File: src/sv/akf_pkg.sv
// Shared types, constants and fixed-point helpers for the altitude Kalman filter.
`default_nettype none
package akf_pkg;
    localparam int WORD_WIDTH = 32;
    localparam int FRAC_BITS  = 16;
    localparam int CFG_WIDTH  = 31;
    localparam int DT_WIDTH   = 19;
    localparam int IDX_WIDTH  = 2;
    localparam int DIV_STEPS  = WORD_WIDTH + FRAC_BITS;
    localparam int CNT_WIDTH  = $clog2(DIV_STEPS + 1);

    typedef logic signed [WORD_WIDTH-1:0] word_t;

    localparam logic [IDX_WIDTH-1:0] REG_QP = 2'd0;
    localparam logic [IDX_WIDTH-1:0] REG_QV = 2'd1;
    localparam logic [IDX_WIDTH-1:0] REG_R  = 2'd2;

    localparam word_t WORD_MAX = {1'b0, {(WORD_WIDTH-1){1'b1}}};
    localparam word_t WORD_MIN = {1'b1, {(WORD_WIDTH-1){1'b0}}};
    localparam word_t ONE_FX   = word_t'(1) <<< FRAC_BITS;

    // Saturate a sum or difference of two words.
    function automatic word_t sat_add(input word_t a, input word_t b, input logic sub);
        logic signed [WORD_WIDTH:0] s;
        begin
            s = sub ? ({a[WORD_WIDTH-1], a} - {b[WORD_WIDTH-1], b})
                    : ({a[WORD_WIDTH-1], a} + {b[WORD_WIDTH-1], b});
            if (s[WORD_WIDTH] != s[WORD_WIDTH-1])
                sat_add = s[WORD_WIDTH] ? WORD_MIN : WORD_MAX;
            else
                sat_add = s[WORD_WIDTH-1:0];
        end
    endfunction

    // Apply a sign to a magnitude and saturate.
    function automatic word_t sign_sat(input logic [2*WORD_WIDTH-1:0] m, input logic neg);
        logic [2*WORD_WIDTH-1:0] lim;
        logic [2*WORD_WIDTH-1:0] v;
        begin
            lim = neg ? (2*WORD_WIDTH)'(WORD_MAX) + 1'b1 : (2*WORD_WIDTH)'(WORD_MAX);
            v = (m > lim) ? lim : m;
            sign_sat = neg ? word_t'(-v) : word_t'(v);
        end
    endfunction
endpackage
`default_nettype wire

File: src/sv/akf_mul.sv
// Registered rounding fixed-point multiplier shared by all products.
`default_nettype none
module akf_mul import akf_pkg::*; (
    input  wire logic  clk,
    input  wire word_t a,
    input  wire word_t b,
    output word_t      p
);
    logic [WORD_WIDTH-1:0]   ma;
    logic [WORD_WIDTH-1:0]   mb;
    logic [2*WORD_WIDTH-1:0] prod;
    logic [2*WORD_WIDTH-1:0] rnd;
    word_t                   p_reg;
    word_t                   p_next;

    always_comb
    begin
        ma     = a[WORD_WIDTH-1] ? WORD_WIDTH'(-a) : WORD_WIDTH'(a);
        mb     = b[WORD_WIDTH-1] ? WORD_WIDTH'(-b) : WORD_WIDTH'(b);
        prod   = (2*WORD_WIDTH)'(ma) * (2*WORD_WIDTH)'(mb);
        rnd    = (prod + ((2*WORD_WIDTH)'(1) << (FRAC_BITS-1))) >> FRAC_BITS;
        p_next = sign_sat(rnd, a[WORD_WIDTH-1] ^ b[WORD_WIDTH-1]);
    end

    always_ff @(posedge clk)
    begin
        p_reg <= p_next;
    end

    assign p = p_reg;
endmodule
`default_nettype wire

File: config.mk
export PLATFORM = sky130hd
export DESIGN_NAME = akf_mul
export DESIGN_NICKNAME = d
export VERILOG_FILES = /design/src/sv/akf_pkg.sv /design/src/sv/akf_mul.sv
export SDC_FILE = /design/constraint.sdc
export NUM_CORES = 2
export LEC_CHECK = 0
export BUFFER_PORTS_ARGS = -buffer_cell sky130_fd_sc_hd__buf_2
export CAP_MARGIN = 20
export CORE_MARGIN = 5
export CORE_UTILIZATION = 44
export DETAILED_ROUTE_END_ITERATION = 10
export HOLD_SLACK_MARGIN = 0.1
export PLACE_DENSITY = 0.56
export SLEW_MARGIN = 10
export SYNTH_ARGS = -nofsm -noshare
export SYNTH_HDL_FRONTEND = slang
export SYNTH_SLANG_ARGS = --single-unit
File: constraint.sdc
create_clock -name clk -period 21.6 [get_ports clk]
set_input_delay 5.4 -clock clk [delete_from_list [all_inputs] [get_ports clk]]
set_output_delay 5.4 -clock clk [all_outputs]
set_load 0.05 [all_outputs]
==> flow_summary.json <==
{
  "yosysSeqAreaShare_pct": 1.703,
  "outcome": "finished clean",
  "fin_crit_sh_pct": 96.78,
  "syn-num-nets": 5753,
  "wl_um": 133000,
  "cts.hold.buffers_added": 0,
  "rsz0062_at_grt": "no",
  "fin_tns_setup_ns": 0,
  "antenna_left": 0,
  "antenna_found_initial": 8,
  "tightest_slew_ns": 1.117,
  "cap_viol_max_count": 0,
  "cts_buffer_depth": 2,
  "slowest_stage": "nor4_1",
  "placed_area_mm2": 0.04000,
  "portBuffers": 96,
  "io_pins": 97,
  "die-width_um": 302.4,
  "yosys.area.top_type": "fa_1",
  "maxSlewViolCount": 0,
  "track_usage_pct": 29.65,
  "area_delta_synth_final_pct": 6.906,
  "crit_path_frequent_cell": "fa_1",
  "cts-resized-gates": 0,
  "dp_cells": 5622,
  "avgRoutedWirePerCell_um": 23.60,
  "slew_headroom_pct": 24.98,
  "hpwl_um": 114400,
  "hold_viol_final": 0,
  "row_count": 107,
  "cts.clk_slew.worst_paths_ns": 0.05,
  "worstPathMaxFanout": 8,
  "setup_violations": 0,
  "synth.cell_area_mm2": 0.03761,
  "synth_top_area_share_pct": 47.74,
  "ys_warn_count": 0,
  "drt_first_pass_iters": 5,
  "setup_ws_ns": 0.6958,
  "slowest_delay_ns": 0.71,
  "first_iter_violations": 2808,
  "hp-class": "register to output port",
  "syn_area_per_cell_um2": 8.409,
  "nets": 5768,
  "mostFrequentLayoutCells": "inv_1, fa_1, nand2_1",
  "gp_congestion": 0.9765,
  "largest_reg_flops": 32,
  "cts_tree": "done",
  "cts_max_level": 2,
  "start_util_pct": 44.24,
  "cts_root_buf": "clkbuf_16",
  "core-area_mm2": 0.08501,
  "layout_commonest_cell": "inv_1",
  "synthArstFlopShare_pct": 0,
  "via_per_inst": 5.580,
  "ys_seq_elements": 32,
  "synth_cell_types": 94,
  "overflow": 0,
  "stdcell_count": 5637,
  "die_area_mm2": 0.09143,
  "criticalPathCategory": "input port to register",
  "fmax_ghz": 0.04784,
  "post-cts-setup-buffers": 0,
  "first_global_vias": 33100,
  "die_y_um": 302.4,
  "worst_ep_arrival_time_ns": 21.03,
  "synthCells": 4473,
  "grt_max_degree": 61,
  "cts.sinks": 32,
  "preCtsSetupSlack_ns": 0.5051,
  "required_ns": 21.73,
  "cp-end-kind": "register",
  "drc": 0,
  "grt_pass1_wl_um": 206000,
  "cp-start-kind": "input port",
  "drive_above_1_share_pct": 7.218,
  "cts_buffers": 5,
  "stdcell_area_mm2": 0.04021,
  "synth_edf_count": 0,
  "synthTopCellsByArea": "fa_1, ha_1, inv_1",
  "synthFlopType": "dfxtp_1",
  "fin_crit_ns": 20.90,
  "vias": 31450
}
## per-stage QoR
stage	utilization, %	hold WS, ns
global placement	47.05	5.871
floorplan	-	5.840
detailed placement	47.06	5.872
finish	47.30	6.162
CTS	47.23	6.170
global route	47.29	6.180
## cell usage after synthesis, types with 32 or more instances
cell type,instances
dfxtp_1,32
o21ai_0,91
a21o_1,32
xor2_1,61
nor3_1,36
fa_1,897
xnor2_1,80
nand4_1,52
clkbuf_1,208
inv_1,900
nand2_1,651
nor2_1,584
a21oi_1,115
ha_1,318
## kinds of logic after synthesis
logic type | after synthesis | share of synthesized area [%]
AO/OA/AOI/OAI | 448 | 8.053
XOR/XNOR | 141 | 3.283
multiplexers | 7 | 0.2328
buffers and inverters | 1123 | 11.33
adder cells (fa/ha/maj) | 1215 | 58.32
AND/OR/NAND/NOR | 1507 | 17.08
flip-flops | 32 | 1.703
## routing by layer
layer	global-route usage, %	part of all wire [%]
met2	45.97	44
met1	43.21	43
met5	0	0.020
met4	6.882	3.0
met3	6.000	9.6
## worst max-delay path: cells and delay by family
family / cells / cell delay [ns]
adder cells (fa/ha/maj): 11 / 5.02
AO/OA/AOI/OAI: 7 / 2.11
AND/OR/NAND/NOR: 23 / 7.11
buffers and inverters: 5 / 0.63
XOR/XNOR: 2 / 0.75
## path summary, 6_finish.rpt
kind	start	to	slack [ns]	cells after the start
max	b[8]	p[24]$_DFF_P_	0.70	48
min	p[9]$_DFF_P_	p[9]	6.16	1
## layout make-up
type / count / area, µm²
Multi-Input combinational cell: 3318 / 33090
Sequential cell: 32 / 640.6
Clock buffer: 7 / 142.6
Tap cell: 1144 / 1431
Clock inverter: 1 / 7.507
Timing Repair Buffer: 230 / 1510
Antenna cell: 4 / 10.01
Fill cell: 8453 / 44800
Inverter: 901 / 3382
Power is not shown: default switching activity piles up to over one toggle a cycle in this logic, so the estimate is an artifact.
