`src/sv/akf_pkg.sv`:
```
// Shared types, constants and fixed-point helpers for the altitude Kalman filter.
`default_nettype none
package akf_pkg;
    localparam int WORD_WIDTH = 32;
    localparam int FRAC_BITS  = 16;
    localparam int CFG_WIDTH  = 31;
    localparam int DT_WIDTH   = 19;
    localparam int IDX_WIDTH  = 2;
    localparam int DIV_STEPS  = WORD_WIDTH + FRAC_BITS;
    localparam int CNT_WIDTH  = $clog2(DIV_STEPS + 1);

    typedef logic signed [WORD_WIDTH-1:0] word_t;

    localparam logic [IDX_WIDTH-1:0] REG_QP = 2'd0;
    localparam logic [IDX_WIDTH-1:0] REG_QV = 2'd1;
    localparam logic [IDX_WIDTH-1:0] REG_R  = 2'd2;

    localparam word_t WORD_MAX = {1'b0, {(WORD_WIDTH-1){1'b1}}};
    localparam word_t WORD_MIN = {1'b1, {(WORD_WIDTH-1){1'b0}}};
    localparam word_t ONE_FX   = word_t'(1) <<< FRAC_BITS;

    // Saturate a sum or difference of two words.
    function automatic word_t sat_add(input word_t a, input word_t b, input logic sub);
        logic signed [WORD_WIDTH:0] s;
        begin
            s = sub ? ({a[WORD_WIDTH-1], a} - {b[WORD_WIDTH-1], b})
                    : ({a[WORD_WIDTH-1], a} + {b[WORD_WIDTH-1], b});
            if (s[WORD_WIDTH] != s[WORD_WIDTH-1])
                sat_add = s[WORD_WIDTH] ? WORD_MIN : WORD_MAX;
            else
                sat_add = s[WORD_WIDTH-1:0];
        end
    endfunction

    // Apply a sign to a magnitude and saturate.
    function automatic word_t sign_sat(input logic [2*WORD_WIDTH-1:0] m, input logic neg);
        logic [2*WORD_WIDTH-1:0] lim;
        logic [2*WORD_WIDTH-1:0] v;
        begin
            lim = neg ? (2*WORD_WIDTH)'(WORD_MAX) + 1'b1 : (2*WORD_WIDTH)'(WORD_MAX);
            v = (m > lim) ? lim : m;
            sign_sat = neg ? word_t'(-v) : word_t'(v);
        end
    endfunction
endpackage
`default_nettype wire

```
`src/sv/akf_div.sv`:
```
// Restoring divider, one quotient bit per cycle, for the Kalman gains.
`default_nettype none
module akf_div import akf_pkg::*; (
    input  wire logic  clk,
    input  wire logic  rst_n,
    input  wire logic  start,
    input  wire word_t num,
    input  wire word_t den,
    output logic       done,
    output word_t      quo
);
    localparam int NW = WORD_WIDTH + FRAC_BITS;

    logic [NW-1:0]          n_reg, n_next;
    logic [NW-1:0]          q_reg, q_next;
    logic [WORD_WIDTH:0]    r_reg, r_next;
    logic [CNT_WIDTH-1:0]   cnt_reg, cnt_next;
    logic                   neg_reg, neg_next;
    logic                   busy_reg, busy_next;
    logic                   done_reg, done_next;
    logic [WORD_WIDTH:0]    shifted;
    logic [WORD_WIDTH-1:0]  mn;

    always_comb
    begin
        n_next    = n_reg;
        q_next    = q_reg;
        r_next    = r_reg;
        cnt_next  = cnt_reg;
        neg_next  = neg_reg;
        busy_next = busy_reg;
        done_next = 1'b0;
        mn        = num[WORD_WIDTH-1] ? WORD_WIDTH'(-num) : WORD_WIDTH'(num);
        shifted   = {r_reg[WORD_WIDTH-1:0], n_reg[NW-1]};
        if (start)
        begin
            n_next    = {mn, {FRAC_BITS{1'b0}}};
            q_next    = '0;
            r_next    = '0;
            cnt_next  = CNT_WIDTH'(DIV_STEPS);
            neg_next  = num[WORD_WIDTH-1];
            busy_next = 1'b1;
        end
        else if (busy_reg)
        begin
            n_next = n_reg << 1;
            if (shifted >= {1'b0, den})
            begin
                r_next = shifted - {1'b0, den};
                q_next = {q_reg[NW-2:0], 1'b1};
            end
            else
            begin
                r_next = shifted;
                q_next = {q_reg[NW-2:0], 1'b0};
            end
            cnt_next = cnt_reg - 1'b1;
            if (cnt_reg == CNT_WIDTH'(1))
            begin
                busy_next = 1'b0;
                done_next = 1'b1;
            end
        end
    end

    always_ff @(posedge clk or negedge rst_n)
    begin
        if (!rst_n)
        begin
            busy_reg <= 1'b0;
            done_reg <= 1'b0;
            cnt_reg  <= '0;
        end
        else
        begin
            busy_reg <= busy_next;
            done_reg <= done_next;
            cnt_reg  <= cnt_next;
        end
    end

    always_ff @(posedge clk)
    begin
        n_reg   <= n_next;
        q_reg   <= q_next;
        r_reg   <= r_next;
        neg_reg <= neg_next;
    end

    assign done = done_reg;
    assign quo  = sign_sat((2*WORD_WIDTH)'(q_reg), neg_reg);
endmodule
`default_nettype wire

```
`config.mk`:
```
export PLATFORM = sky130hd
export DESIGN_NAME = akf_div
export DESIGN_NICKNAME = d
export VERILOG_FILES = /design/src/sv/akf_pkg.sv /design/src/sv/akf_div.sv
export SDC_FILE = /design/constraint.sdc
export NUM_CORES = 1
export LEC_CHECK = 0
export ABC_AREA = 1
export BUFFER_PORTS_ARGS = -buffer_cell sky130_fd_sc_hd__buf_2
export CAP_MARGIN = 20
export CELL_PAD_IN_SITES_DETAIL_PLACEMENT = 1
export CELL_PAD_IN_SITES_GLOBAL_PLACEMENT = 2
export CORE_MARGIN = 2
export CORE_UTILIZATION = 33
export CTS_CLUSTER_SIZE = 16
export DETAILED_ROUTE_END_ITERATION = 10
export HOLD_SLACK_MARGIN = 0.12
export PLACE_DENSITY = 0.85
export SLEW_MARGIN = 20
export SYNTH_ARGS = -nofsm -noshare
export SYNTH_HDL_FRONTEND = slang
export SYNTH_SLANG_ARGS = --single-unit
```
`constraint.sdc`:
```
create_clock -name clk -period 5.6 [get_ports clk]
set_input_delay 0.56 -clock clk [delete_from_list [all_inputs] [get_ports clk]]
set_output_delay 0.56 -clock clk [all_outputs]
set_load 0.1 [all_outputs]
```
==> reports/summary.txt <==
H-Tree Depth: 4
Post-CTS Hold Fix Bufs: 1
unrepaired setup endpoints after global routing: no
Mapped Cells: 1,404
WP buf/inv: 5
final core utilization: 38.9%
GRT overflow: 0
Antenna diodes: 0
first-pass iteration count of the detailed router: 7
clock slew at reported path FFs: 60 ps
cell taking the most area after synthesis: dfxtp_1
fillers: 3,635
Placed Area: 10,300 um2
Synth Area in Adders: 9.23%
die width: 173 um
die area: 30,000 um2
crit path cell chain: buf_4 > ha_1 > nand2_1 > inv_2 > nand3_1 > nor3_1 > nand2_1 > nor2_1 > nand2_1 > nand2_4 > nand2_4 > nand2_2 > nand2_2 > inv_1 > ha_1 > nand2_1 > nor2_2 > nand2_2 > o21ai_2 > nand3_1 > nand2_1 > nand2_1 > inv_1 > buf_2
Remaining DRCs: 0
Post-Layout Cell Count: 1,878
fin crit share: 90.1%
row cnt: 61
root buf cell: clkbuf_16
count of input and output buffers: 99
Critical Path Sink Type: output port
Power, Total: 4.45 mW
drt total wl: 28,500 um
CTS Buffer Depth: 2
share of cells above drive strength 1: 12.4%
CTS tree: yes
Mean Syn Cell Area: 6.72 um2
Post-DRT Antenna Nets: 0
leading cell type in the layout, fill and taps excluded: nand2_1
worst reg2reg path depth: 13
final instance area: 10,900 um2
DRT iter0 DRCs: 446
status: finished clean
Primary FF master, synth: dfxtp_1
max reg flops: 48
XOR/XNOR share of the synthesized area: 5.20%
Post-CTS Setup Repair Bufs: 0
WL per Instance: 15.2 um
Slew Limit Fails: 0
Max stage delay on crit path: 560 ps
GPL Wtd Cong: 0.880
vias in the first global route: 9,519
max_cap viols: 0
skew final: 11.8 ps
Max VDD drop: 0.137 mV
Final Hold Fails: 0
worst hold path cell count: 3
Via density: 4.95
Slew HR: 42.5%
crit-path max FO: 59
actual slew at the worst max-slew pin: 861 ps
Initial Util: 33.7%
Most Frequent Cell on Critical Path: nand2_1
PwrDens: 408 nW/um2
Mapped Area: 9440 um2
net count after synthesis: 1,540
initial antenna violation count: 0
Post-synth ARST share: 6.61%
CP delay by family, top: simple AND/OR/NAND/NOR gates
most area-consuming cells after synthesis: dfxtp_1, nand2_1, edfxtp_1
largest net degree at the start of global routing: 63
total number of vias: 9,295
Sum Neg Setup Slack: 0 ps
sequential-to-total area share from yosys stat: 29.6%
Ports: 100
post-synth cell types: 52
crit path time final: 5050 ps
Tightest Hold Check Type: primary input to flop
most frequent cells in the layout: nand2_1, inv_1, nor2_1
Arr. time, crit path: 4490 ps
EDFF count, synth: 33
DP HPWL: 21,800 um
CP Launch Type: flop
Area growth syn-to-layout: 15.5%
post-synthesis compound-gate area fraction: 17.1%
Crit. path cell count: 24
area fraction of the dominant cell type after synthesis: 17.0%
cts repair resizes: 0
Post-Synth Simple-Gate Area: 28.5%
P_leak: 5.56 nW
mux contribution to synthesized area: 0%
largest family of logic cells by synthesized area: simple AND/OR/NAND/NOR gates
Placed Cells: 1,845
first-pass GRT wire length: 48,100 um
worst skew pair latency: 430 ps
core area: 28,000 um2
final net count: 1,623
Inserted Clock Buffers: 17
# clock sinks: 121
Worst Path Required: 5040 ps
YS warnings: 0
Crit-path slowest cell: buf_4
f_max: 198 MHz
Total GRT Usage: 19.4%
number of synthesized register bits: 121
CP Class: flop to output port
die extent in y: 173 um
setup violators final: 0
per-stage QoR:
stage | setup slack [ps] | hold slack [ps]
2_1_floorplan | -66.6 | 264
3_3_place_gp | 1060 | 421
3_5_place_dp | 968 | 429
4_1_cts | 492 | 403
5_1_grt | 95.1 | 441
6_report | 554 | 418
routing by layer:
layer | global-route usage, % | wire [um] | vias up
met4 | 5.16 | 341 | 0
met5 | 0 | 0 | -
li1 | - | - | 4798
met1 | 27.6 | 14900 | 4342
met2 | 30.6 | 12300 | 130
met3 | 2.90 | 892 | 25
worst paths after layout:
| path | endpoint | slack [ps] | start |
|---|---|---|---|
| setup / recovery | quo[22] | 550 | neg_reg$_DFFE_PP_ |
| hold / removal | n_reg[16]$_SDFFCE_PN0P_ | 420 | num[0] |
| setup reg to reg | r_reg[10]$_SDFFE_PP0P_ | 1790 | r_reg[29]$_SDFFE_PP0P_ |
| hold reg to reg | r_reg[15]$_SDFFE_PP0P_ | 480 | r_reg[15]$_SDFFE_PP0P_ |
| max in group asynchronous | cnt_reg[4]$_DFFE_PN0P_ | 4890 | rst_n |
| min in group asynchronous | done$_DFF_PN0_ | 520 | rst_n |
worst register-to-register path, stage by stage, from the launching register on:
cell and delay (ps):
dfxtp_1 340, ha_1 350, inv_1 80, nor3_1 590, nand4_1 160, nor4_1 570
nand4_1 160, nand3_1 110, inv_1 40, nand2_1 400, buf_4 480, a21oi_1 140
o21ai_0 130, o21ai_0 100
cell usage after synthesis, types with 2 or more instances:
library cell / n
nand2_1: 340
inv_1: 200
nor2_1: 124
o21ai_0: 103
dfxtp_1: 80
nand3_1: 76
a21oi_1: 74
ha_1: 68
o22ai_1: 52
edfxtp_1: 33
clkbuf_1: 30
xnor2_1: 29
xor2_1: 27
nand4_1: 20
nand2_2: 16
nor3_1: 13
o21ai_1: 12
o21a_1: 9
dfrtp_1: 8
a31oi_1: 7
buf_2: 7
a21o_1: 6
nor4_1: 6
nand2_4: 5
nand3b_1: 5
nor2_2: 5
inv_2: 4
nand3_2: 4
o211ai_1: 4
o21ai_2: 4
buf_6: 3
clkinv_1: 3
nor3_2: 3
a221oi_1: 2
buf_1: 2
buf_4: 2
o21bai_1: 2
or2_2: 2
power by group:
part,internal [mW],switching (mW),total (mW)
combinational,0.598,1.57,2.17
clock,0.750,0.421,1.17
sequential,1.03,0.0795,1.11
total,2.38,2.07,4.45
kinds of logic (layout without fill, tap and decap cells):
| family | count (synthesis) | count (layout) |
|---|---|---|
| AOI/OAI and AO/OA | 285 | 285 |
| xor gates and xnor gates | 56 | 56 |
| DFF | 121 | 121 |
| adders and majority gates | 69 | 69 |
| and+or+nand+nor | 622 | 622 |
| buffers and inverters | 251 | 347 |
layout make-up:
cell class	count	area (um2)	share of cell area (%)
clock buffer	18	439	4.03
sequential	121	2790	25.6
clock inverter	14	179	1.64
timing repair buffer	108	566	5.19
tap	378	473	4.34
inverter	207	777	7.12
multi-input combinational	1032	5680	52.1
No activity file was read; power rests on OpenSTA's default activity.
